--- src/design/dpsu_pkg.sv ---
// Shared types, register map and constants of the dual encoder period and speed unit.
package dpsu_pkg;

  // Default sizes of the capture values and of the overflow counters
  localparam int CAPTURE_WIDTH_DEF        = 16;
  localparam int OVERFLOW_COUNT_WIDTH_DEF = 8;

  // Fixed field widths
  localparam int MOD_W     = 16;
  localparam int MAXOVF_W  = 8;
  localparam int SCALE_W   = 32;
  localparam int SPEED_W   = SCALE_W + 1;
  localparam int DIV_CNT_W = $clog2(SCALE_W);

  // Configuration port
  localparam int ADDR_W = 4;
  localparam int DATA_W = 32;
  localparam int IDX_W  = 2;

  typedef enum logic [IDX_W-1:0] {
    REG_MODULUS = 2'd0,
    REG_MAX_OVF = 2'd1,
    REG_SCALE   = 2'd2
  } reg_idx_t;

  localparam logic [MOD_W-1:0]    MODULUS_RST = 16'hFFFF;
  localparam logic [MAXOVF_W-1:0] MAX_OVF_RST = 8'd10;
  localparam logic [SCALE_W-1:0]  SCALE_RST   = 32'd1000000;

  typedef struct packed {
    logic [MOD_W-1:0]    modulus;
    logic [MAXOVF_W-1:0] max_ovf;
    logic [SCALE_W-1:0]  scale;
  } cfg_t;

  // Commands from the controller to the datapath
  typedef struct packed {
    logic update;
    logic div_start;
    logic div_step;
    logic out_load;
  } cmd_t;

endpackage

--- src/design/dpsu_cfg.sv ---
// APB register file for modulus, overflow limit and speed scale.
module dpsu_cfg (
  input  logic                            clk,
  input  logic                            rst,
  input  logic                            psel,
  input  logic                            penable,
  input  logic                            pwrite,
  input  logic [dpsu_pkg::ADDR_W-1:0]     paddr,
  input  logic [dpsu_pkg::DATA_W-1:0]     pwdata,
  output logic [dpsu_pkg::DATA_W-1:0]     prdata,
  output logic                            pready,
  output dpsu_pkg::cfg_t                  cfg
);
  import dpsu_pkg::*;

  reg_idx_t idx;
  logic     wr_en;

  assign pready = 1'b1;
  assign idx    = reg_idx_t'(paddr[IDX_W+1:2]);
  assign wr_en  = psel && penable && pwrite && pready;

  // Write registers on the access cycle
  always_ff @(posedge clk) begin
    if (rst) begin
      cfg.modulus <= MODULUS_RST;
      cfg.max_ovf <= MAX_OVF_RST;
      cfg.scale   <= SCALE_RST;
    end else if (wr_en) begin
      case (idx)
        REG_MODULUS: cfg.modulus <= pwdata[MOD_W-1:0];
        REG_MAX_OVF: cfg.max_ovf <= pwdata[MAXOVF_W-1:0];
        REG_SCALE:   cfg.scale   <= pwdata[SCALE_W-1:0];
        default: ;
      endcase
    end
  end

  // Read back
  always_comb begin
    case (idx)
      REG_MODULUS: prdata = DATA_W'(cfg.modulus);
      REG_MAX_OVF: prdata = DATA_W'(cfg.max_ovf);
      REG_SCALE:   prdata = DATA_W'(cfg.scale);
      default:     prdata = '0;
    endcase
  end

endmodule

--- src/design/dpsu_div.sv ---
// Restoring divider, one quotient bit per step.
module dpsu_div #(
  parameter int DVS_W = 25
) (
  input  logic                          clk,
  input  logic                          start,
  input  logic                          step,
  input  logic [dpsu_pkg::SCALE_W-1:0]  dividend,
  input  logic [DVS_W-1:0]              divisor,
  output logic [dpsu_pkg::SCALE_W-1:0]  quotient
);
  import dpsu_pkg::*;

  logic [SCALE_W-1:0] q;
  logic [DVS_W-1:0]   r;
  logic [DVS_W-1:0]   d;
  logic [DVS_W:0]     sh;
  logic [DVS_W:0]     diff;
  logic               fits;

  assign sh       = {r, q[SCALE_W-1]};
  assign diff     = sh - {1'b0, d};
  assign fits     = sh >= {1'b0, d};
  assign quotient = q;

  // Load operands, then shift in one quotient bit per step
  always_ff @(posedge clk) begin
    if (start) begin
      q <= dividend;
      r <= '0;
      d <= divisor;
    end else if (step) begin
      q <= {q[SCALE_W-2:0], fits};
      r <= fits ? diff[DVS_W-1:0] : sh[DVS_W-1:0];
    end
  end

endmodule

--- src/design/dpsu_dp.sv ---
// Datapath: channel state update, two period dividers and the result register.
module dpsu_dp #(
  parameter int CAPTURE_WIDTH        = dpsu_pkg::CAPTURE_WIDTH_DEF,
  parameter int OVERFLOW_COUNT_WIDTH = dpsu_pkg::OVERFLOW_COUNT_WIDTH_DEF,
  parameter int IN_W                 = 40,
  parameter int OUT_W                = 72
) (
  input  logic              clk,
  input  logic              rst,
  input  dpsu_pkg::cfg_t    cfg,
  input  dpsu_pkg::cmd_t    cmd,
  input  logic [IN_W-1:0]   s_tdata,
  output logic [OUT_W-1:0]  m_tdata
);
  import dpsu_pkg::*;

  localparam int CW     = CAPTURE_WIDTH;
  localparam int OW     = OVERFLOW_COUNT_WIDTH;
  localparam int BASE_W = (CW > MOD_W) ? CW : MOD_W;
  localparam int PW     = BASE_W + OW + 2;
  localparam int CMP_W  = (OW > MAXOVF_W) ? OW : MAXOVF_W;
  localparam int PROD_W = OW + MOD_W;

  logic                tick;
  logic [1:0]          cap;
  logic [CW-1:0]       cnt   [2];
  logic [CW-1:0]       last  [2];
  logic [OW-1:0]       ovf   [2];
  logic [PW-1:0]       period[2];
  logic                inv   [2];
  logic [SCALE_W-1:0]  quo   [2];
  logic [SPEED_W-1:0]  speed [2];

  // Unpack the input beat
  assign tick   = s_tdata[0];
  assign cap[0] = s_tdata[1];
  assign cnt[0] = s_tdata[2 +: CW];
  assign cap[1] = s_tdata[2 + CW];
  assign cnt[1] = s_tdata[3 + CW +: CW];

  for (genvar ch = 0; ch < 2; ch++) begin : g_lane
    logic [OW-1:0]     ovf_tick;
    logic [PW-1:0]     period_tick;
    logic [PROD_W-1:0] prod;
    logic [PW-1:0]     period_cap;
    logic              pos;

    // Overflow first, then capture
    always_comb begin
      ovf_tick    = (tick && (ovf[ch] != '1)) ? ovf[ch] + 1'b1 : ovf[ch];
      period_tick = (tick && (CMP_W'(ovf_tick) > CMP_W'(cfg.max_ovf))) ? '1 : period[ch];
      prod        = PROD_W'(ovf_tick) * PROD_W'(cfg.modulus);
      period_cap  = PW'(cnt[ch]) - PW'(last[ch]) + PW'(prod);
    end

    always_ff @(posedge clk) begin
      if (rst) begin
        last[ch]   <= '0;
        ovf[ch]    <= '0;
        period[ch] <= '0;
      end else if (cmd.update) begin
        if (cap[ch]) begin
          last[ch]   <= cnt[ch];
          ovf[ch]    <= '0;
          period[ch] <= period_cap;
        end else begin
          ovf[ch]    <= ovf_tick;
          period[ch] <= period_tick;
        end
      end
    end

    // Mark non-positive periods at divide start
    assign pos = !period[ch][PW-1] && (period[ch] != '0);

    always_ff @(posedge clk) begin
      if (cmd.div_start) begin
        inv[ch] <= !pos;
      end
    end

    dpsu_div #(
      .DVS_W (PW - 1)
    ) u_div (
      .clk      (clk),
      .start    (cmd.div_start),
      .step     (cmd.div_step),
      .dividend (cfg.scale),
      .divisor  (period[ch][PW-2:0]),
      .quotient (quo[ch])
    );

    assign speed[ch] = inv[ch] ? '1 : {1'b0, quo[ch]};
  end

  // Hold the result beat until taken
  always_ff @(posedge clk) begin
    if (cmd.out_load) begin
      m_tdata <= OUT_W'({speed[1], speed[0]});
    end
  end

endmodule

--- src/design/dpsu_ctrl.sv ---
// Controller: accepts a beat, sequences the divide and hands over the result.
module dpsu_ctrl (
  input  logic            clk,
  input  logic            rst,
  input  logic            s_tvalid,
  output logic            s_tready,
  output logic            m_tvalid,
  input  logic            m_tready,
  output dpsu_pkg::cmd_t  cmd
);
  import dpsu_pkg::*;

  typedef enum logic [1:0] {
    ST_IDLE,
    ST_START,
    ST_DIV,
    ST_DONE
  } state_t;

  state_t               state;
  logic [DIV_CNT_W-1:0] cnt;

  assign s_tready = (state == ST_IDLE);

  // Decode commands from the state
  always_comb begin
    cmd           = '0;
    cmd.update    = (state == ST_IDLE) && s_tvalid;
    cmd.div_start = (state == ST_START);
    cmd.div_step  = (state == ST_DIV);
    cmd.out_load  = (state == ST_DONE) && (!m_tvalid || m_tready);
  end

  // Advance state, count divide steps, track the result beat
  always_ff @(posedge clk) begin
    if (rst) begin
      state    <= ST_IDLE;
      cnt      <= '0;
      m_tvalid <= 1'b0;
    end else begin
      // Raise the result beat on the final load, drop it once taken
      if (cmd.out_load) begin
        m_tvalid <= 1'b1;
      end else if (m_tready) begin
        m_tvalid <= 1'b0;
      end
      case (state)
        ST_IDLE: begin
          if (s_tvalid) begin
            state <= ST_START;
          end
        end
        ST_START: begin
          cnt   <= '0;
          state <= ST_DIV;
        end
        ST_DIV: begin
          cnt <= cnt + 1'b1;
          if (cnt == DIV_CNT_W'(SCALE_W - 1)) begin
            state <= ST_DONE;
          end
        end
        ST_DONE: begin
          if (!m_tvalid || m_tready) begin
            state <= ST_IDLE;
          end
        end
        default: state <= ST_IDLE;
      endcase
    end
  end

endmodule

--- src/design/dual_encoder_period_speed_unit.sv ---
// Top level of the dual encoder period and speed unit.
//
//  channel | dir | contents
//  s_*     | in  | tdata: overflow_tick, left_capture, left_count, right_capture, right_count
//  m_*     | out | tdata: left_speed, right_speed
//  APB     | in  | counter_modulus @0x0, max_overflows @0x4, speed_scale @0x8
//
//  An item is handled in order: the channel state is updated on acceptance, the
//  dividers are loaded, the restoring dividers run (one quotient bit per cycle,
//  both channels in parallel) and the result register is loaded.
//  Reset clears the channel state and sets the registers to their defaults.
//  A waiting result does not block acceptance of the next beat; only the final
//  load waits while the result register is still full.
module dual_encoder_period_speed_unit #(
  parameter int CAPTURE_WIDTH        = dpsu_pkg::CAPTURE_WIDTH_DEF,
  parameter int OVERFLOW_COUNT_WIDTH = dpsu_pkg::OVERFLOW_COUNT_WIDTH_DEF,
  parameter int IN_W                 = ((3 + 2 * CAPTURE_WIDTH + 7) / 8) * 8,
  parameter int OUT_W                = ((2 * dpsu_pkg::SPEED_W + 7) / 8) * 8
) (
  input  logic                         clk,
  input  logic                         rst,
  input  logic                         s_tvalid,
  output logic                         s_tready,
  // [0] overflow_tick, [1] left_capture, left_count, right_capture, right_count
  input  logic [IN_W-1:0]              s_tdata,
  output logic                         m_tvalid,
  input  logic                         m_tready,
  // left_speed (33 bits), right_speed (33 bits)
  output logic [OUT_W-1:0]             m_tdata,
  input  logic                         psel,
  input  logic                         penable,
  input  logic                         pwrite,
  input  logic [dpsu_pkg::ADDR_W-1:0]  paddr,
  input  logic [dpsu_pkg::DATA_W-1:0]  pwdata,
  output logic [dpsu_pkg::DATA_W-1:0]  prdata,
  output logic                         pready
);
  import dpsu_pkg::*;

  cfg_t cfg;
  cmd_t cmd;

  dpsu_cfg u_cfg (
    .clk     (clk),
    .rst     (rst),
    .psel    (psel),
    .penable (penable),
    .pwrite  (pwrite),
    .paddr   (paddr),
    .pwdata  (pwdata),
    .prdata  (prdata),
    .pready  (pready),
    .cfg     (cfg)
  );

  dpsu_ctrl u_ctrl (
    .clk      (clk),
    .rst      (rst),
    .s_tvalid (s_tvalid),
    .s_tready (s_tready),
    .m_tvalid (m_tvalid),
    .m_tready (m_tready),
    .cmd      (cmd)
  );

  dpsu_dp #(
    .CAPTURE_WIDTH        (CAPTURE_WIDTH),
    .OVERFLOW_COUNT_WIDTH (OVERFLOW_COUNT_WIDTH),
    .IN_W                 (IN_W),
    .OUT_W                (OUT_W)
  ) u_dp (
    .clk     (clk),
    .rst     (rst),
    .cfg     (cfg),
    .cmd     (cmd),
    .s_tdata (s_tdata),
    .m_tdata (m_tdata)
  );

endmodule

--- config.mk ---
export PLATFORM = sky130hd
export DESIGN_NAME = dual_encoder_period_speed_unit
export DESIGN_NICKNAME = d
export VERILOG_FILES = /design/src/design/dpsu_pkg.sv /design/src/design/dpsu_cfg.sv /design/src/design/dpsu_div.sv /design/src/design/dpsu_dp.sv /design/src/design/dpsu_ctrl.sv /design/src/design/dual_encoder_period_speed_unit.sv
export SDC_FILE = /design/constraint.sdc
export NUM_CORES = 1
export LEC_CHECK = 0
export BUFFER_PORTS_ARGS = -buffer_cell sky130_fd_sc_hd__buf_2
export CORE_UTILIZATION = 25
export CTS_CLUSTER_DIAMETER = 40
export CTS_CLUSTER_SIZE = 16
export DETAILED_ROUTE_END_ITERATION = 7
export SYNTH_ARGS = -nofsm -noshare
export SYNTH_HDL_FRONTEND = slang
export SYNTH_SLANG_ARGS = --single-unit
export TNS_END_PERCENT = 30
--- constraint.sdc ---
create_clock -name clk -period 14.6 [get_ports clk]
set_input_delay 0.73 -clock clk [delete_from_list [all_inputs] [get_ports clk]]
set_output_delay 0.73 -clock clk [all_outputs]
set_load 0.03 [all_outputs]
==> run_results.csv, run 1 <==
group,metric,value,unit
run_status,status,"completed",
worst_hold_path,hold_depth,3,
timing,whs,296,ps
setup_path,worst_path_most_repeated_cell,"fa_1",
synthesis,yosys.area.top_type_share,28.5,%
cts,cts_buffers,70,
timing,timing.final.crit_share,48.4,%
grt,grtUsageTotal,12.1,%
timing,rsz0062_at_grt,"no",
synthesis,synthMostInstantiatedCell,"inv_1",
cells_and_area,utilization,29.6,%
cts,path_clk_slew,60,ps
timing,finalSetupTns,0,ps
setup_path,cp_slowest_cell,"xor2_1",
flow_run,drv_cap,0,
detailed_routing,routedWlPerCell,14.8,um
placed_design,portBuffers,175,
synthesis,ys.flop_type,"edfxtp_1",
grt,antenna_found_initial,6,
timing,finalHoldViolations,0,
synthesis,synth_area,0.0298,mm^2
cells_and_area,final_cells,4853,
synthesis,synth_area_per_cell,9.64,um^2
setup_path,critPathKind,"flip-flop to flip-flop",
cells_and_area,final_nets,3757,
detailed_routing,ant_nets,0,
placed_design,dp_cells,4721,
placed_design,hpwlAfterDp,54200,um
cts,cts_hold_buf,0,
detailed_routing,dr.pass1.iters,4,
setup_path,r2r_end,"u_dp.period[1][23]",
timing,fmax,141,MHz
cts,clk_path_buf_depth,3,
setup_path,worstSetupStartpointType,"flip-flop",
timing,tightest_slew,1210,ps
synthesis,synth_common_cells,"inv_1 (487), edfxtp_1 (282), nand2_1 (274), fa_1 (216), and2_1 (203)",
grt,overflow,0,
grt,grt_max_degree,97,
setup_path,cp_data_required_time,14940,ps
floorplan,io_pins,190,
worst_hold_path,holdCritPathClass,"input pin to flip-flop",
cts,clock_latency,630,ps
placed_design,gp_congestion,0.835,
timing,fin_crit,7070,ps
cts,post_cts_buffers,0,
timing,fin_skew,37.8,ps
floorplan,fp-row-count,126,
setup_path,max_stage_delay,560,ps
detailed_routing,drc_errors,0,
cts,cts_tree,"yes",
synthesis,synth_area_leaders,"edfxtp_1 (28%), fa_1 (15%), ha_1 (8.5%), dfxtp_1 (7.7%), inv_1 (6.1%)",
timing,setup-violations-final,0,
setup_path,ff2ff_setup_slack,7530,ps
cts,ctsResizeCount,0,
detailed_routing,vias,21300,
cells_and_area,syn2layout_area_growth,17.6,%
synthesis,synth_edf_count,282,
cts,cts_root_buf,"clkbuf_16",
setup_path,crit_path_end_kind,"flip-flop",
detailed_routing,drt_wl_total,71900,um
floorplan,die_w,347,um
synthesis,synth_seq_cells,396,
timing,drv_slew,0,
cells_and_area,drive_gt1_share,13.1,%
synthesis,synthArstFlopShare,0,%
worst_hold_path,holdPathEnd,"u_cfg.cfg[16]",
detailed_routing,drtIter0Drc,1182,
setup_path,crit_fanout,10,
cts,cts_sinks,396,
setup_path,crit_arrival,7410,ps
floorplan,core,0.118,mm^2
floorplan,die_h,347,um
grt,grt_first_pass_wirelength,117000,um
setup_path,reg2regPathDepth,25,
detailed_routing,via_per_inst,4.40,
synthesis,synth_seq_area_share,36.1,%
timing,maxSlewHeadroom,19.4,%
cells_and_area,fillers,12300,
worst_hold_path,hp-start,"pwdata[16]",
synthesis,synth-warning-count,0,
synthesis,synth_cells,3087,
grt,grt_pass1_vias,21800,
synthesis,synthDistinctLibCells,78,
setup_path,r2r-start,"u_dp.ovf[1][2]",
synthesis,yosysTopAreaCell,"edfxtp_1",
cts,cts_htree_levels,3,
floorplan,initial_core_util,25.2,%
floorplan,die-area,0.120,mm^2
[state kept, by name (all words and copies together), names as in the netlist]
register / flops
u_ctrl.state: 2
u_dp.g_lane.u_div.quotient: 64
u_dp.inv: 2
u_dp.period: 52
u_dp.g_lane.u_div.d: 50
u_ctrl.cnt: 5
u_dp.last: 32
u_ctrl.m_tvalid: 1
u_dp.m_tdata: 66
u_cfg.cfg: 56
u_dp.g_lane.u_div.r: 50
u_dp.ovf: 16
[worst max-delay path, delay by kind of cell, from the launching register on]
kind | cells | cell delay (ps)
XOR/XNOR | 2 | 710
adder cells (fa/ha/maj) | 5 | 2460
AND/OR/NAND/NOR | 7 | 1210
flip-flops | 1 | 440
buffers and inverters | 4 | 450
AO/OA/AOI/OAI | 7 | 1530
[cell usage in the layout (no fill, tap or decap), types with 36 or more instances in the layout]
master,n
and3_1,41
dfxtp_1,114
nor2_1,138
a211oi_1,43
nor3_1,36
xnor2_1,52
and2_1,203
edfxtp_1,282
nor2b_1,38
nand2_1,274
a21oi_1,199
buf_4,44
fa_1,216
ha_1,198
mux2i_1,43
a21o_1,46
inv_1,487
clkbuf_16,70
or2_2,66
xor2_1,60
o21ai_0,125
buf_2,175
[cells by family (layout without fill, tap and decap cells)]
kind of cell,Yosys count,in the layout,synth area share [%]
AO/OA/AOI/OAI,561,561,11.9
XOR/XNOR,116,116,3.41
adder cells (fa/ha/maj),417,417,23.0
buffers and inverters,615,836,7.96
flip-flops,396,396,36.1
multiplexers,48,48,1.64
other,2,11,0.0252
AND/OR/NAND/NOR,932,932,16.0
[layer usage]
layer	vias up	routed length, um	track usage (%)
li1	10600	-	-
met1	10300	31700	14.8
met2	342	35000	20.8
met3	121	2870	2.00
met4	2	2320	4.87
met5	-	13	0
[area by class of cell]
class | instances | area (um^2) | share of cell area (%)
multi-input combinational | 2081 | 16800 | 47.9
sequential | 396 | 10800 | 30.7
tap | 1536 | 1920 | 5.49
inverter | 489 | 1840 | 5.24
clock buffer | 79 | 1810 | 5.16
timing repair buffer | 219 | 1210 | 3.45
clock inverter | 49 | 714 | 2.04
antenna | 4 | 10.0 | 0.0286
[metrics by stage]
stage | cell area [um^2] | setup slack (ps)
after CTS | 35000 | 7470
after global placement | 32500 | 7060
after detailed placement | 32500 | 7000
final | 35000 | 7530
after global routing | 35000 | 6950
after floorplan | 29800 | 7820
[worst max path at each step]
stage / from / endpoint / slack (ps) / cells past startpoint
CTS: u_dp.ovf[1][2] / u_dp.period[1][23] / 7470 / 25
global placement: s_tdata[2] / u_dp.period[0][19] / 7060 / 27
finish: u_dp.ovf[1][2] / u_dp.period[1][23] / 7530 / 25
floorplan: s_tdata[2] / u_dp.period[0][19] / 7820 / 27
detailed placement: s_tdata[2] / u_dp.period[0][19] / 7000 / 27
global route: u_dp.ovf[1][2] / u_dp.period[1][23] / 6950 / 25
Power of run 1 is left out: the tool's default activity adds up to more than one toggle a clock period on the data nets, which glitch-free logic cannot reach.
==> inputs of run 2 (changes only) <==
Clock period 14.6 ns to 5.88 ns, I/O delays scaled along.
==> run 2 against run 1 <==
The run now ends with negative setup slack left; die area stayed put; first-iteration DRC count is 1.1% higher; sequential share of layout area is 2.5 points lower; critical endpoint is now u_dp.period[0][22]; critical path type unchanged; design area is 8.8% higher; via count is 5.2% higher; fmax is 13% higher; non-clock buffer count is 275 higher; critical path depth is 1 higher; final cell count is 5.7% higher; global-route usage is 0.43 points higher.
==> run_results.csv, run 2 (synthesis gave the netlist of run 1 again) <==
group,metric,value,unit
grt,antenna_found_initial,3,
cells_and_area,fin_area,0.0381,mm^2
grt,grt_util_met2,21.2,%
flow_run,drv_cap,0,
setup_path,critPathKind,"flip-flop to flip-flop",
detailed_routing,drt_wl_total,75000,um
grt,use_met1,15.9,%
detailed_routing,dr.pass1.iters,7,
setup_path,ff2ff_setup_slack,-380,ps
cts,cts_htree_levels,3,
run_status,violations,"negative setup slack",
cells_and_area,syn2layout_area_growth,28.0,%
grt,grt_first_pass_wirelength,121000,um
worst_hold_path,holdPathEnd,"u_dp.last[1][3]",
cts,cts_root_buf,"clkbuf_16",
setup_path,max_stage_delay,530,ps
cts,cts_buffers,71,
worst_hold_path,holdCritPathClass,"input pin to flip-flop",
timing,fin_skew,81.3,ps
detailed_routing,drc_errors,0,
detailed_routing,via_per_inst,4.37,
setup_path,cp_data_required_time,6230,ps
floorplan,initial_core_util,25.2,%
setup_path,cp_slowest_cell,"fa_1",
timing,fin_ws,-379,ps
setup_path,worst-path-buf-inv,4,
worst_hold_path,hold_depth,2,
floorplan,die_h,347,um
cts,path_clk_slew,50,ps
timing,rsz0062_at_grt,"yes",
detailed_routing,drtIter0Drc,1195,
grt,overflow,0,
floorplan,die-area,0.120,mm^2
detailed_routing,ant_nets,0,
setup_path,r2r-start,"u_dp.last[0][1]",
placed_design,post_dp_cell_area,0.0343,mm^2
detailed_routing,vias,22400,
timing,finalHoldViolations,0,
floorplan,core,0.118,mm^2
setup_path,crit_fanout,3,
setup_path,crit_arrival,6610,ps
floorplan,die_w,347,um
cells_and_area,drive_gt1_share,21.3,%
floorplan,io_pins,190,
placed_design,gp_congestion,0.840,
timing,maxSlewHeadroom,23.1,%
cts,cts_tree,"yes",
timing,tightest_slew,1150,ps
timing,setup-violations-final,18,
grt,grtUsageMet3,1.81,%
setup_path,r2r_end,"u_dp.period[0][22]",
cells_and_area,utilization,32.3,%
setup_path,worstSetupStartpointType,"flip-flop",
placed_design,hpwlAfterDp,57200,um
cells_and_area,final_nets,4033,
cts,cts_sinks,396,
setup_path,cp-startpoint,"u_dp.last[0][1]",
cells_and_area,final_common_cell,"inv_1",
placed_design,place_ws,-693,ps
run_status,status,"complete, but fails checks",
setup_path,reg2regPathDepth,26,
cells_and_area,regMostFlops,"u_dp.m_tdata",
cells_and_area,largest_reg_flops,66,
grt,grtUsageTotal,12.5,%
worst_hold_path,hp-start,"s_tdata[22]",
cts,clk_path_buf_depth,3,
setup_path,crit_path_end_kind,"flip-flop",
timing,timing.final.crit_share,106,%
setup_path,worst_path_most_repeated_cell,"fa_1",
grt,grt_pass1_vias,22700,
cells_and_area,layout_common_cells,"inv_1 (477), edfxtp_1 (282), nand2_1 (268)",
timing,drv_slew,0,
setup_path,crit_family,"adder cells",
grt,grt_max_degree,125,
grt,grt_busiest_layer,"met2",
timing,fin_crit,6260,ps
floorplan,fp-row-count,126,
detailed_routing,routedWlPerCell,14.6,um
placed_design,portBuffers,175,
timing,fmax,160,MHz
cts,clock_latency,660,ps
[run 2: cell count changes in the layout (fill, tap and decap cells not counted), sizes merged]
| cell | delta |
|---|---|
| buf | +217 |
| dlygate4sd3 | +58 |
| clkinv | -5 |
| clkbuf | +4 |
| inv | +4 |
| diode | -3 |
| bufinv | +1 |
[run 2: how the worst max path moves through the flow]
| stage | endpoint | slack (ps) | cells past startpoint |
|---|---|---|---|
| after floorplan | u_dp.period[0][22] | -190 | 27 |
| after global placement | u_dp.period[0][22] | -710 | 29 |
| after detailed placement | u_dp.period[0][22] | -690 | 26 |
| after CTS | u_dp.period[0][22] | -380 | 27 |
| after global routing | u_dp.period[0][22] | -760 | 27 |
| final | u_dp.period[0][22] | -380 | 26 |
[run 2: worst register-to-register path, stage by stage (launching register included)]
cell and delay [ps]:
edfxtp_1 400, inv_1 70, ha_1 220, nor2b_1 130
o21a_1 190, o21ai_2 170, a21oi_2 90, a41oi_2 190
a21oi_2 110, a211o_1 320, a21oi_2 130, xor2_1 240
fa_1 470, inv_2 80, fa_1 440, fa_1 530
inv_1 50, fa_1 480, inv_1 40, ha_2 290
a21o_1 160, a21oi_1 190, a31oi_1 130, or4_1 430
a31oi_2 200, xor2_1 170, a21oi_1 80
[run 2: per-layer routing]
metal / vias up / share of wire, %
met5: - / 0
met4: 0 / 3.3
met3: 125 / 3.9
met2: 394 / 48
met1: 10800 / 44
li1: 11200 / -
[run 2: metrics by stage]
step,setup TNS [ps],std cells,hold slack (ps)
2_1_floorplan,-662,3092,412
3_3_place_gp,-8690,4927,426
3_5_place_dp,-9660,4927,429
4_1_cts,-3710,5125,4.56
5_1_grt,-10890,5129,43.6
6_report,-3770,5129,51.1
[run 2: what timing repair did]
action | 4_1_cts | 5_1_grt
endpoints found under the setup margin | 23 | 29
endpoints found under the hold margin | 82 | 0
hold buffers | 58 | 0
resized for setup | 54 | 46
buffers inserted | 8 | 3
pin swaps | 52 | 53
[run 2: layout make-up]
type	instances	area, um^2
diodes	1	2.50
well taps	1536	1920
repair buffers	494	3490
clock inverters	49	763
fillers	12000	80000
multi-input cells	2081	17500
flip-flops and latches	396	10800
inverters	489	1840
clock buffers	83	1830
Power of run 2 is left out for the same reason.
